[src/sv/pbd_pkg.sv]
`timescale 1ns / 1ps
// ----------------------------------------------------------------------------
// pbd_pkg
// Shared widths, constants, reset values and register indexes of the pulse
// beat detector.
// ----------------------------------------------------------------------------
package pbd_pkg;

    // field widths
    localparam int SAMPLE_W = 10;
    localparam int TIME_W   = 16;
    localparam int PERIOD_W = 4;
    localparam int REFR_W   = 12;
    localparam int TOUT_W   = 15;

    // interval history
    localparam int HIST_DEPTH = 10;
    localparam int HCNT_W     = $clog2(HIST_DEPTH + 1);
    localparam int SUM_W      = TIME_W + $clog2(HIST_DEPTH);

    // shared serial divider
    localparam int DIV_W  = SUM_W;
    localparam int DCNT_W = $clog2(DIV_W + 1);

    localparam int MS_PER_MINUTE = 60000;
    localparam int GUARD_DIV     = 5;

    // configuration port
    localparam int CFG_DW = 32;
    localparam int CFG_AW = 5;
    localparam int CFG_IW = 3;

    localparam logic [CFG_IW-1:0] REG_PERIOD     = 3'd0;
    localparam logic [CFG_IW-1:0] REG_REFRACTORY = 3'd1;
    localparam logic [CFG_IW-1:0] REG_TIMEOUT    = 3'd2;
    localparam logic [CFG_IW-1:0] REG_DEF_THR    = 3'd3;
    localparam logic [CFG_IW-1:0] REG_DEF_LVL    = 3'd4;

    // reset values
    localparam logic [PERIOD_W-1:0] RST_PERIOD     = 4'd2;
    localparam logic [REFR_W-1:0]   RST_REFRACTORY = 12'd250;
    localparam logic [TOUT_W-1:0]   RST_TIMEOUT    = 15'd2500;
    localparam logic [SAMPLE_W-1:0] RST_DEF_THR    = 10'd530;
    localparam logic [SAMPLE_W-1:0] RST_DEF_LVL    = 10'd512;
    localparam logic [TIME_W-1:0]   RST_INTERVAL   = 16'd600;
    // (600 / 5) * 3
    localparam logic [TIME_W-1:0]   RST_GUARD      = 16'd360;

endpackage

[src/sv/pbd_in_if.sv]
`timescale 1ns / 1ps
// ----------------------------------------------------------------------------
// pbd_in_if
// Sample channel: valid/ready handshake carrying one converter sample.
// ----------------------------------------------------------------------------
interface pbd_in_if import pbd_pkg::*; ();

    logic                valid;
    logic                ready;
    logic [SAMPLE_W-1:0] sample;

    modport source (output valid, output sample, input ready);
    modport sink   (input valid, input sample, output ready);

endinterface

[src/sv/pbd_out_if.sv]
`timescale 1ns / 1ps
// ----------------------------------------------------------------------------
// pbd_out_if
// Result channel: valid/ready handshake carrying one detector result.
// ----------------------------------------------------------------------------
interface pbd_out_if import pbd_pkg::*; ();

    logic                valid;
    logic                ready;
    logic [TIME_W-1:0]   bpm;
    logic                beat_found;
    logic                pulse_active;
    logic [TIME_W-1:0]   interval_ms;
    logic [SAMPLE_W-1:0] level_threshold;
    logic [SAMPLE_W-1:0] amplitude;

    modport source (
        output valid, output bpm, output beat_found, output pulse_active,
        output interval_ms, output level_threshold, output amplitude,
        input ready
    );
    modport sink (
        input valid, input bpm, input beat_found, input pulse_active,
        input interval_ms, input level_threshold, input amplitude,
        output ready
    );

endinterface

[src/sv/pulse_beat_detector.sv]
`timescale 1ns / 1ps
// ----------------------------------------------------------------------------
// pulse_beat_detector
// Adaptive-threshold heart beat detector for an optical pulse waveform.
// ----------------------------------------------------------------------------
// One result item is returned for every sample item. A sample that is not a
// beat goes from the update straight to the result register. A first beat
// runs the guard division before its result; a counted beat then also runs
// the history sum, the mean and, for a nonzero mean, the rate division. All
// divisions run through one shared restoring divider that retires one quotient
// bit a cycle, used in turn for the 3/5 interval guard, the history mean and
// 60000 / mean, while the history sum is taken one entry a cycle by rotating
// the history shift line. A new sample is taken once the previous item has
// reached the result register, even while that result still waits to be taken.
module pulse_beat_detector import pbd_pkg::*; (
    input  logic              i_clk,
    input  logic              i_rst_n,
    input  logic              psel,
    input  logic              penable,
    input  logic              pwrite,
    input  logic [CFG_AW-1:0] paddr,
    input  logic [CFG_DW-1:0] pwdata,
    output logic [CFG_DW-1:0] prdata,
    output logic              pready,
    pbd_in_if.sink            i_in,
    pbd_out_if.source         o_out
);

    localparam logic [2:0] ST_IDLE  = 3'd0;
    localparam logic [2:0] ST_GUARD = 3'd1;
    localparam logic [2:0] ST_SUM   = 3'd2;
    localparam logic [2:0] ST_MEAN  = 3'd3;
    localparam logic [2:0] ST_RATE  = 3'd4;
    localparam logic [2:0] ST_DONE  = 3'd5;

    // configuration
    logic [PERIOD_W-1:0] r_period;
    logic [REFR_W-1:0]   r_refr;
    logic [TOUT_W-1:0]   r_timeout;
    logic [SAMPLE_W-1:0] r_def_thr;
    logic [SAMPLE_W-1:0] r_def_lvl;

    // detector state
    logic [2:0]          r_state;
    logic [TIME_W-1:0]   r_elapsed;
    logic [TIME_W-1:0]   r_last;
    logic [TIME_W-1:0]   r_guard;
    logic [SAMPLE_W-1:0] r_peak;
    logic [SAMPLE_W-1:0] r_trough;
    logic [SAMPLE_W-1:0] r_thr;
    logic [SAMPLE_W-1:0] r_amp;
    logic                r_in_pulse;
    logic                r_await_first;
    logic                r_await_second;
    logic                r_found;
    logic [TIME_W-1:0]   r_rate;
    logic [TIME_W-1:0]   r_hist [HIST_DEPTH];
    logic [HCNT_W-1:0]   r_hcnt;
    logic [SUM_W-1:0]    r_acc;

    // serial divider
    logic [DCNT_W-1:0]   r_dcnt;
    logic [DIV_W-1:0]    r_quo;
    logic [TIME_W-1:0]   r_rem;
    logic [TIME_W-1:0]   r_dsor;

    // result register
    logic                r_ovalid;
    logic [TIME_W-1:0]   r_obpm;
    logic                r_ofound;
    logic                r_opulse;
    logic [TIME_W-1:0]   r_ointerval;
    logic [SAMPLE_W-1:0] r_othr;
    logic [SAMPLE_W-1:0] r_oamp;

    logic                cfg_wr;
    logic [CFG_IW-1:0]   cfg_idx;
    logic                in_acc;
    logic                out_load;

    logic [TIME_W:0]     elapsed_sum;
    logic [TIME_W-1:0]   elapsed_inc;
    logic [SAMPLE_W-1:0] s;
    logic                s_lo;
    logic                s_hi;
    logic [SAMPLE_W-1:0] trough_a;
    logic [SAMPLE_W-1:0] peak_a;
    logic                beat;
    logic                first;
    logic                fall;
    logic                tout;
    logic [SAMPLE_W-1:0] amp_f;
    logic [SAMPLE_W:0]   thr_sum;
    logic [SAMPLE_W-1:0] thr_f;

    logic [TIME_W:0]     div_trial;
    logic                div_ge;
    logic [TIME_W-1:0]   n_rem;
    logic [TIME_W-1:0]   quo_lo;
    logic [TIME_W+1:0]   guard3;
    logic                div_start;
    logic [DIV_W-1:0]    div_dividend;
    logic [TIME_W-1:0]   div_divisor;
    logic                sum_start;

    // ------------------------------------------------------------------
    // configuration port
    // ------------------------------------------------------------------
    assign pready  = 1'b1;
    assign cfg_wr  = psel && penable && pwrite;
    assign cfg_idx = paddr[CFG_AW-1:2];

    always_ff @(posedge i_clk) begin
        if (!i_rst_n) begin
            r_period  <= RST_PERIOD;
            r_refr    <= RST_REFRACTORY;
            r_timeout <= RST_TIMEOUT;
            r_def_thr <= RST_DEF_THR;
            r_def_lvl <= RST_DEF_LVL;
        end else if (cfg_wr) begin
            unique case (cfg_idx)
                REG_PERIOD:     r_period  <= pwdata[PERIOD_W-1:0];
                REG_REFRACTORY: r_refr    <= pwdata[REFR_W-1:0];
                REG_TIMEOUT:    r_timeout <= pwdata[TOUT_W-1:0];
                REG_DEF_THR:    r_def_thr <= pwdata[SAMPLE_W-1:0];
                REG_DEF_LVL:    r_def_lvl <= pwdata[SAMPLE_W-1:0];
                default: ;
            endcase
        end
    end

    always_comb begin
        unique case (cfg_idx)
            REG_PERIOD:     prdata = CFG_DW'(r_period);
            REG_REFRACTORY: prdata = CFG_DW'(r_refr);
            REG_TIMEOUT:    prdata = CFG_DW'(r_timeout);
            REG_DEF_THR:    prdata = CFG_DW'(r_def_thr);
            REG_DEF_LVL:    prdata = CFG_DW'(r_def_lvl);
            default:        prdata = '0;
        endcase
    end

    // ------------------------------------------------------------------
    // per-sample update
    // ------------------------------------------------------------------
    assign i_in.ready = (r_state == ST_IDLE);
    assign in_acc     = i_in.valid && i_in.ready;
    assign s          = i_in.sample;

    assign elapsed_sum = {1'b0, r_elapsed} + (TIME_W+1)'(r_period);
    // elapsed time saturates
    assign elapsed_inc = elapsed_sum[TIME_W] ? '1 : elapsed_sum[TIME_W-1:0];

    assign s_lo     = s < r_thr;
    assign s_hi     = s > r_thr;
    assign trough_a = (s_lo && elapsed_inc > r_guard && s < r_trough) ? s : r_trough;
    assign peak_a   = (s_hi && s > r_peak) ? s : r_peak;

    assign beat  = (elapsed_inc > TIME_W'(r_refr)) && s_hi && !r_in_pulse
                   && (elapsed_inc > r_guard);
    // first beat after reset or timeout is not counted and only starts the interval
    assign first = beat && r_await_first;
    assign fall  = s_lo && r_in_pulse;
    assign tout  = (elapsed_inc > TIME_W'(r_timeout)) && !first;

    assign amp_f   = (peak_a >= trough_a) ? (peak_a - trough_a) : '0;
    assign thr_sum = (SAMPLE_W+1)'(amp_f >> 1) + (SAMPLE_W+1)'(trough_a);
    assign thr_f   = thr_sum[SAMPLE_W-1:0];

    // ------------------------------------------------------------------
    // restoring divider step, one quotient bit a cycle
    // ------------------------------------------------------------------
    assign div_trial = {r_rem, r_quo[DIV_W-1]};
    assign div_ge    = div_trial >= {1'b0, r_dsor};
    assign n_rem     = div_ge ? TIME_W'(div_trial - {1'b0, r_dsor}) : div_trial[TIME_W-1:0];
    assign quo_lo    = r_quo[TIME_W-1:0];
    assign guard3    = {2'b00, quo_lo} + {1'b0, quo_lo, 1'b0};

    always_comb begin
        div_start    = 1'b0;
        div_dividend = '0;
        div_divisor  = '0;
        sum_start    = 1'b0;
        unique case (r_state)
            ST_IDLE: begin
                if (in_acc && beat) begin
                    div_start    = 1'b1;
                    div_dividend = DIV_W'(elapsed_inc);
                    div_divisor  = TIME_W'(GUARD_DIV);
                end
            end
            ST_GUARD: begin
                sum_start = (r_dcnt == '0) && r_found;
            end
            ST_SUM: begin
                if (r_hcnt == '0) begin
                    div_start    = 1'b1;
                    div_dividend = r_acc;
                    div_divisor  = TIME_W'(HIST_DEPTH);
                end
            end
            ST_MEAN: begin
                if (r_dcnt == '0 && quo_lo != '0) begin
                    div_start    = 1'b1;
                    div_dividend = DIV_W'(MS_PER_MINUTE);
                    div_divisor  = quo_lo;
                end
            end
            default: ;
        endcase
    end

    // datapath registers, no reset
    always_ff @(posedge i_clk) begin
        if (div_start) begin
            r_quo  <= div_dividend;
            r_rem  <= '0;
            r_dsor <= div_divisor;
        end else if (r_dcnt != '0) begin
            r_quo  <= {r_quo[DIV_W-2:0], div_ge};
            r_rem  <= n_rem;
        end

        if (sum_start) begin
            r_acc <= '0;
        end else if (r_state == ST_SUM && r_hcnt != '0) begin
            r_acc <= r_acc + SUM_W'(r_hist[0]);
        end

        if (in_acc && beat && !first) begin
            if (r_await_second) begin
                for (int i = 0; i < HIST_DEPTH; i++) begin
                    r_hist[i] <= elapsed_inc;
                end
            end else begin
                for (int i = 0; i < HIST_DEPTH - 1; i++) begin
                    r_hist[i] <= r_hist[i+1];
                end
                r_hist[HIST_DEPTH-1] <= elapsed_inc;
            end
        end else if (r_state == ST_SUM && r_hcnt != '0) begin
            // rotate so the line is back in order after a full pass
            for (int i = 0; i < HIST_DEPTH - 1; i++) begin
                r_hist[i] <= r_hist[i+1];
            end
            r_hist[HIST_DEPTH-1] <= r_hist[0];
        end

        if (out_load) begin
            r_obpm      <= r_rate;
            r_ofound    <= r_found;
            r_opulse    <= r_in_pulse;
            r_ointerval <= r_last;
            r_othr      <= r_thr;
            r_oamp      <= r_amp;
        end
    end

    assign out_load = (r_state == ST_DONE) && (!r_ovalid || o_out.ready);

    // ------------------------------------------------------------------
    // control and detector state
    // ------------------------------------------------------------------
    always_ff @(posedge i_clk) begin
        if (!i_rst_n) begin
            r_state        <= ST_IDLE;
            r_elapsed      <= '0;
            r_last         <= RST_INTERVAL;
            r_guard        <= RST_GUARD;
            r_peak         <= RST_DEF_LVL;
            r_trough       <= RST_DEF_LVL;
            r_thr          <= RST_DEF_THR;
            r_amp          <= '0;
            r_in_pulse     <= 1'b0;
            r_await_first  <= 1'b1;
            r_await_second <= 1'b0;
            r_found        <= 1'b0;
            r_rate         <= '0;
            r_hcnt         <= '0;
            r_dcnt         <= '0;
            r_ovalid       <= 1'b0;
        end else begin
            if (div_start) begin
                r_dcnt <= DCNT_W'(DIV_W);
            end else if (r_dcnt != '0) begin
                r_dcnt <= r_dcnt - DCNT_W'(1);
            end

            if (out_load) begin
                r_ovalid <= 1'b1;
            end else if (o_out.ready) begin
                r_ovalid <= 1'b0;
            end

            unique case (r_state)
                ST_IDLE: begin
                    if (in_acc) begin
                        r_found <= beat && !first;
                        if (beat) begin
                            r_last <= elapsed_inc;
                        end
                        r_in_pulse <= beat ? 1'b1 : (fall ? 1'b0 : r_in_pulse);
                        if (fall) begin
                            r_amp <= amp_f;
                        end

                        if (tout) begin
                            r_thr    <= r_def_thr;
                            r_peak   <= r_def_lvl;
                            r_trough <= r_def_lvl;
                        end else if (fall) begin
                            r_thr    <= thr_f;
                            r_peak   <= thr_f;
                            r_trough <= thr_f;
                        end else begin
                            r_peak   <= peak_a;
                            r_trough <= trough_a;
                        end

                        r_elapsed <= (beat || tout) ? '0 : elapsed_inc;

                        if (tout) begin
                            r_await_first  <= 1'b1;
                            r_await_second <= 1'b0;
                        end else if (first) begin
                            r_await_first  <= 1'b0;
                            r_await_second <= 1'b1;
                        end else if (beat) begin
                            r_await_second <= 1'b0;
                        end

                        r_state <= beat ? ST_GUARD : ST_DONE;
                    end
                end
                ST_GUARD: begin
                    if (r_dcnt == '0) begin
                        r_guard <= guard3[TIME_W-1:0];
                        if (r_found) begin
                            r_hcnt  <= HCNT_W'(HIST_DEPTH);
                            r_state <= ST_SUM;
                        end else begin
                            r_state <= ST_DONE;
                        end
                    end
                end
                ST_SUM: begin
                    if (r_hcnt != '0) begin
                        r_hcnt <= r_hcnt - HCNT_W'(1);
                    end else begin
                        r_state <= ST_MEAN;
                    end
                end
                ST_MEAN: begin
                    if (r_dcnt == '0) begin
                        if (quo_lo == '0) begin
                            r_rate  <= '1;
                            r_state <= ST_DONE;
                        end else begin
                            r_state <= ST_RATE;
                        end
                    end
                end
                ST_RATE: begin
                    if (r_dcnt == '0) begin
                        r_rate  <= quo_lo;
                        r_state <= ST_DONE;
                    end
                end
                ST_DONE: begin
                    if (out_load) begin
                        r_state <= ST_IDLE;
                    end
                end
                default: r_state <= ST_IDLE;
            endcase
        end
    end

    assign o_out.valid           = r_ovalid;
    assign o_out.bpm             = r_obpm;
    assign o_out.beat_found      = r_ofound;
    assign o_out.pulse_active    = r_opulse;
    assign o_out.interval_ms     = r_ointerval;
    assign o_out.level_threshold = r_othr;
    assign o_out.amplitude       = r_oamp;

    // ------------------------------------------------------------------
    // assertions
    // ------------------------------------------------------------------
    // the rate division never runs with a zero mean
    a_rate_divisor: assert property (@(posedge i_clk) disable iff (!i_rst_n)
        (r_state == ST_RATE) |-> (r_dsor != '0))
        else $error("rate division started with zero divisor");

    // between items the guard is 3/5 of the last interval, never above it
    a_guard_bound: assert property (@(posedge i_clk) disable iff (!i_rst_n)
        (r_state == ST_IDLE) |-> (r_guard <= r_last))
        else $error("guard exceeds last interval");

    // a counted beat always goes through the history sum before its result
    a_found_path: assert property (@(posedge i_clk) disable iff (!i_rst_n)
        (r_state == ST_GUARD && r_dcnt == '0 && r_found) |=> (r_state == ST_SUM))
        else $error("counted beat skipped the history sum");

endmodule

[src/flat_wrapper.sv]
// flat-port wrapper written by rule: the top's interface ports become plain ports
module pulse_beat_detector_flat import pbd_pkg::*;
  (i_clk, i_rst_n, psel, penable, pwrite, paddr, pwdata, prdata, pready, i_in_valid, i_in_sample, i_in_ready, o_out_valid, o_out_bpm, o_out_beat_found, o_out_pulse_active, o_out_interval_ms, o_out_level_threshold, o_out_amplitude, o_out_ready);
  pbd_in_if i_in_i ();
  pbd_out_if o_out_i ();
  input  logic i_clk;
  input  logic i_rst_n;
  input  logic psel;
  input  logic penable;
  input  logic pwrite;
  input  logic [CFG_AW-1:0] paddr;
  input  logic [CFG_DW-1:0] pwdata;
  output logic [CFG_DW-1:0] prdata;
  output logic pready;
  input wire logic [$bits(i_in_i.valid)-1:0] i_in_valid;
  input wire logic [$bits(i_in_i.sample)-1:0] i_in_sample;
  output wire logic [$bits(i_in_i.ready)-1:0] i_in_ready;
  output wire logic [$bits(o_out_i.valid)-1:0] o_out_valid;
  output wire logic [$bits(o_out_i.bpm)-1:0] o_out_bpm;
  output wire logic [$bits(o_out_i.beat_found)-1:0] o_out_beat_found;
  output wire logic [$bits(o_out_i.pulse_active)-1:0] o_out_pulse_active;
  output wire logic [$bits(o_out_i.interval_ms)-1:0] o_out_interval_ms;
  output wire logic [$bits(o_out_i.level_threshold)-1:0] o_out_level_threshold;
  output wire logic [$bits(o_out_i.amplitude)-1:0] o_out_amplitude;
  input wire logic [$bits(o_out_i.ready)-1:0] o_out_ready;
  assign i_in_i.valid = i_in_valid;
  assign i_in_i.sample = i_in_sample;
  assign i_in_ready = i_in_i.ready;
  assign o_out_valid = o_out_i.valid;
  assign o_out_bpm = o_out_i.bpm;
  assign o_out_beat_found = o_out_i.beat_found;
  assign o_out_pulse_active = o_out_i.pulse_active;
  assign o_out_interval_ms = o_out_i.interval_ms;
  assign o_out_level_threshold = o_out_i.level_threshold;
  assign o_out_amplitude = o_out_i.amplitude;
  assign o_out_i.ready = o_out_ready;
  pulse_beat_detector u_core (.i_clk(i_clk), .i_rst_n(i_rst_n), .psel(psel), .penable(penable), .pwrite(pwrite), .paddr(paddr), .pwdata(pwdata), .prdata(prdata), .pready(pready), .i_in(i_in_i), .o_out(o_out_i));
endmodule
[config.mk]
export PLATFORM = sky130hd
export DESIGN_NAME = pulse_beat_detector_flat
export DESIGN_NICKNAME = d
export VERILOG_FILES = /design/src/sv/pbd_pkg.sv /design/src/sv/pbd_in_if.sv /design/src/sv/pbd_out_if.sv /design/src/sv/pulse_beat_detector.sv /design/src/flat_wrapper.sv
export SDC_FILE = /design/constraint.sdc
export NUM_CORES = 1
export LEC_CHECK = 0
export BUFFER_PORTS_ARGS = -buffer_cell sky130_fd_sc_hd__buf_4
export CORE_MARGIN = 3
export CORE_UTILIZATION = 32
export DETAILED_ROUTE_END_ITERATION = 16
export PLACE_DENSITY = 0.52
export SLEW_MARGIN = 10
export SYNTH_ARGS = -nofsm -noshare
export SYNTH_HDL_FRONTEND = slang
export SYNTH_SLANG_ARGS = --single-unit
[constraint.sdc]
create_clock -name i_clk -period 7.6 [get_ports i_clk]
set_clock_uncertainty 0.1 [all_clocks]
set_input_delay 0.76 -clock i_clk [delete_from_list [all_inputs] [get_ports i_clk]]
set_output_delay 0.76 -clock i_clk [all_outputs]
set_load 0.01 [all_outputs]
==> impl_metrics.toml, run 1 <==
[grt]
antenna_found_initial = 0
grt_pass1_wl_mm = 104
grt_pass1_vias = 18366
grt_use_total = 0.169
grt_max_degree = 102
gr-total-overflow = 0

[placed_design]
port_buffers = 105
dp_hpwl_mm = 47.6
dpl.cell_count = 3521
gp_congestion = 0.887
postPlaceCellArea_sq_um = 26400

[final_layout]
final_nets = 2867
area_growth_pct = 22.1
final_common_cell = "nand2_1"
regArea_sq_um = 11700
final_util = 0.395
drive_gt1_frac = 0.194
final_cells = 3662
nFillCells = 7222
diodes = 0
design_area_sq_um = 28900
final_cell_mix = "nand2_1, buf_4, edfxtp_1"
multiInputGateArea_sq_um = 11400

[detailed_routing]
drtIter0Drc = 1384
routedWlPerCell_um = 18.6
first_pass_iters = 5
ant_nets = 0
dr_total_vias = 18798
routed_wl_mm = 68.1
post-route-drc-count = 0
via_per_inst = 5.13

[sta]
fmax_mhz = 132
final.period_utilization = 0.996
hold_viol_final = 0
setup_viol = 0
tightestPinTransition_ps = 1250
maxSlewViolCount = 0
rsz0062_at_grt = "true"
relSlewSlack = 0.146
period_needed_ps = 7570

[pwr]
irDropWorstVdd_mv = 0.174
p_leak_nw = 11.7
power.density_nw_per_um2 = 318
power_w = 0.00920

[yosys]
async_flop_share = 0
synth.avg_cell_area_sq_um = 9.78
synth_compound_area_frac = 0.196
synth.largest_area_cell = "edfxtp_1"
netlist_top_cells_area = "edfxtp_1, dfxtp_1, ha_1"
synth_ff_type = "edfxtp_1"
syn-cell-area_sq_um = 23700
netlist.area_leader.share = 0.317
synth-edff-count = 250
ys_seq_elements = 458
synthCells = 2419
yosys.area_share.xor_xnor = 0.0199
synth-simple-area-share = 0.136
yosys_warnings = 0
synthAdderAreaFrac = 0.0842
yosysUniqueCellTypes = 87
synth_top_family_by_area = "compound AO/OA/AOI/OAI gates"
synth_mux_area_frac = 0.0188
ys_seq_area_frac = 0.493

[cts]
path_clk_slew_ps = 60
ctsHoldBuffers = 0
max-clock-path-buffers = 3
clkLatencyLatePin_ps = 610
cts_buffers = 52
clock-sinks = 458
root_buffer = "clkbuf_16"
cts_htree_levels = 2
cts_tree = "built"

[worst_setup_path]
crit_slowest_cell = "or4_4"
path_buf_inv = 6
cp.required_ps = 7970
cpPeakStageDelay_ps = 500
cp_top_family = "compound AO/OA/AOI/OAI gates"
crit_path_start_kind = "flip-flop"
critical_path_class = "flip-flop to flip-flop"
worst_ep_arrival_time_ps = 7940
cp_max_fo = 9
cp-end-kind = "flip-flop"

[floorplanning]
die_x_um = 278
ios = 143
die_y_um = 278
core_sq_um = 73100
start_util = 0.324
rows = 99
dieArea_sq_um = 77200

[run]
cap_violations = 0

[min_path]
min_path_type = "primary input to flip-flop"

[status]
outcome = "finished clean"
[worst min-delay path: stages]
cell and delay (ps):
buf_4 90, nand2_1 40, o211ai_1 70
[path summary, 6_finish.rpt]
check	depth (start not counted)	slack, ps	endpoint	startpoint
max	35	30	u_core.r_trough[9]	u_core.r_period[0]
min	3	300	u_core.r_timeout[11]	pwdata[11]
max reg2reg	35	30	u_core.r_trough[9]	u_core.r_period[0]
min reg2reg	0	330	u_core.o_out.interval_ms[15]	u_core.r_last[15]
[state kept, by name (all words and copies together) (netlist names), 12 cells and up]
signal and count:
u_core.r_dsor 16, u_core.r_refr 12, u_core.o_out.interval_ms 16, u_core.r_quo 20, u_core.r_elapsed 16, u_core.r_guard 16, u_core.r_acc 20, u_core.r_timeout 15
u_core.r_rem 16, u_core.r_rate 16, u_core.r_hist 160, u_core.r_last 16, u_core.o_out.bpm 16
[metrics by stage]
| step | setup WS, ps | TNS, ps | hold WS (ps) |
|---|---|---|---|
| floorplan | 8.60 | 0 | 308 |
| global placement | -325 | -1750 | 318 |
| detailed placement | -482 | -3620 | 319 |
| CTS | 2.03 | 0 | 258 |
| global route | -255 | -1360 | 303 |
| finish | 31.0 | 0 | 298 |
[cell families after synthesis]
family,after synthesis
and+or+nand+nor,720
AOI/OAI and AO/OA,690
DFF,458
buffers and inverters,297
adders and majority gates,156
xor gates and xnor gates,53
muxes,43
other,2
[what timing repair did]
item,CTS,global route
gates resized for setup,31,87
pin swaps,16,55
setup buffers,21,20
setup endpoints to repair,16,162
gates cloned,0,2
[layer usage]
metal  vias to the layer above  wire, um  global-route usage
met5                         -         0                   0
met4                         0      1780              0.0524
met3                        98      3800              0.0283
met2                       410     30400               0.267
met1                      9109     32100               0.236
li1                       9181         -                   -
[cell usage after synthesis (all sizes together), types with 16 or more instances]
cell and count:
nand2 333, edfxtp 250, dfxtp 208, a21oi 192, inv 168, nor2 162, ha 148, o21a 127
o21ai 120, clkbuf 91, nand3 51, mux2i 41, a21o 39, buf 38, xnor2 38, nor3 33
a211oi 25, nor2b 25, o211ai 25, nor4 21, a22oi 18, o221a 17, a2bb2oi 16, a31oi 16
nand4 16
[final cells by class]
class | count | area share
Clock inverter | 23 | 0.00797
Clock buffer | 75 | 0.0512
Tap cell | 959 | 0.0415
Inverter | 168 | 0.0219
Sequential cell | 458 | 0.404
Timing Repair Buffer | 297 | 0.0786
Multi-Input combinational cell | 1682 | 0.395
[report_power, final]
group / total, W / switching (W) / internal [W] / leakage [nW]
clock network: 0.00251 / 0.00105 / 0.00146 / 0.838
logic: 0.00353 / 0.00196 / 0.00158 / 6.94
registers: 0.00316 / 0.000225 / 0.00293 / 3.97
total: 0.00920 / 0.00323 / 0.00597 / 11.7
Note: power is estimated with default switching activity, not from simulation.
==> run 2, diff against run 1 <==
- PLACE_DENSITY: 0.52 -> 0.5
- clock period: 7.6 -> 8.7 ns (I/O delays scaled with it)
==> run 2 against run 1 <==
Design area down 4.6%. Critical path type unchanged. Clock-buffer cell count down 18. Utilization down 1.8 points. Register-to-register slack better by 550 ps. Sequential share of layout area up 1.9 points. Combinational power down 27%. Critical path depth up 4.
==> impl_metrics.toml, run 2 (synthesis gave the netlist of run 1 again) <==
[sta]
relSlewSlack = 0.226
period_needed_ps = 8120
hold_viol_final = 0
tightestPinTransition_ps = 1160
fin_ws_ps = 584
maxSlewViolCount = 0
final.period_utilization = 0.933
setup_viol = 0
fin_hold_ws_ps = 330
fmax_mhz = 123

[worst_setup_path]
cp-end-kind = "flip-flop"
cp.required_ps = 9070
crit_slowest_cell = "or4_4"
worst_ep_arrival_time_ps = 8480
cp_max_fo = 9
critPathMostFrequentCell = "inv_1"
cpPeakStageDelay_ps = 520
critical_path_class = "flip-flop to flip-flop"
crit_path_start_kind = "flip-flop"

[detailed_routing]
via_per_inst = 5.14
first_pass_iters = 5
post-route-drc-count = 0
routedWlPerCell_um = 18.6
ant_nets = 0
drtIter0Drc = 1277
dr_total_vias = 18173
routed_wl_mm = 65.8

[run]
cap_violations = 0

[cts]
cts_buffers = 51
max-clock-path-buffers = 3
path_clk_slew_ps = 60
cts_htree_levels = 2
cts_tree = "built"
clock-sinks = 458
clkLatencyLatePin_ps = 620
root_buffer = "clkbuf_16"
ctsHoldBuffers = 0

[status]
outcome = "finished clean"

[final_layout]
area_growth_pct = 16.5
final_nets = 2739
regMostFlops = "u_core.r_hist"
final_util = 0.377
final_cells = 3533
diodes = 0
drive_gt1_frac = 0.125
nFillCells = 7316
final_cell_mix = "nand2_1, edfxtp_1, dfxtp_1"
reg_top3 = "u_core.r_hist x160, u_core.r_acc x20, u_core.r_quo x20"
largest_reg_flops = 160
final_common_cell = "nand2_1"

[floorplanning]
rows = 99
dieArea_sq_um = 77200
ios = 143
die_y_um = 278
core_sq_um = 73100
start_util = 0.324
die_x_um = 278

[pwr]
p_leak_nw = 11.0
pwr-share-clk = 0.304
power_frac_comb = 0.336
intPower_w = 0.00498
power.density_nw_per_um2 = 279
irDropWorstVdd_mv = 0.145
switching_power_w = 0.00270
switching_share = 0.352
p_seq_frac = 0.359

[grt]
antenna_found_initial = 0
grt_use_total = 0.167
gr-total-overflow = 0
grt_pass1_wl_mm = 102
grt_pass1_vias = 17422
grt_max_degree = 72

[placed_design]
port_buffers = 105
dp_hpwl_mm = 46.8
dpl.cell_count = 3436
gp_congestion = 0.866
dpl_worst_slack_ps = 260

[min_path]
min_path_type = "flip-flop to flip-flop"
run 2: changes by cell type in the layout (fill, tap and decap cells not counted), sizes merged:
cell      change
clkbuf       -18
buf         -125
clkinvlp      +3
clkinv        +6
bufinv        +6
inv           +1
o21a          -2
run 2: stage by stage:
step           total power [W]  instance area (sq um)  setup TNS, ps
2_1_floorplan          0.00451                  23700              0
3_3_place_gp           0.00530                  25700              0
3_5_place_dp           0.00534                  25700              0
4_1_cts                0.00772                  27500              0
5_1_grt                0.00817                  27600          -2.01
6_report               0.00768                  27600              0
run 2: worst max-delay path: cells and delay by family (launching register included):
| kind | cells | cell delay, ps |
|---|---|---|
| buf+inv | 8 | 990 |
| simple gates | 8 | 1650 |
| flops | 1 | 330 |
| compound gates | 16 | 2750 |
| fa+ha+maj | 7 | 2150 |
run 2: power by group through the flow:
stage	clock network, W	logic (W)	registers, W
2_1_floorplan	0	0.00178	0.00274
3_3_place_gp	0	0.00250	0.00280
3_5_place_dp	0	0.00254	0.00280
4_1_cts	0.00240	0.00256	0.00276
5_1_grt	0.00248	0.00290	0.00279
6_report	0.00234	0.00258	0.00276
run 2: final timing paths:
path / to / slack [ps] / depth (start not counted) / from
max: u_core.r_trough[9] / 580 / 39 / u_core.r_period[0]
min: u_core.o_out.interval_ms[15] / 330 / 0 / u_core.r_last[15]
max reg2reg: u_core.r_trough[9] / 580 / 39 / u_core.r_period[0]
min reg2reg: u_core.o_out.interval_ms[15] / 330 / 0 / u_core.r_last[15]
run 2: cell type report:
cell class | count | area [sq um] | share of cell area
clock buffers | 57 | 1330 | 0.0482
repair buffers | 172 | 1310 | 0.0474
well taps | 959 | 1200 | 0.0435
multi-input cells | 1680 | 10900 | 0.397
clock inverters | 39 | 488 | 0.0177
flip-flops and latches | 458 | 11700 | 0.423
inverters | 168 | 633 | 0.0230
run 2: metal layers:
layer / up-vias / global-route usage / share of wire
met2: 387 / 0.259 / 0.45
met3: 76 / 0.0234 / 0.047
met4: 0 / 0.0390 / 0.018
met1: 8782 / 0.244 / 0.49
met5: - / 0 / 0
li1: 8928 / - / -
run 2: what timing repair did:
item                       in CTS  in global routing
setup buffers                   0                  1
setup endpoints to repair       0                 14
resized for setup               0                 19
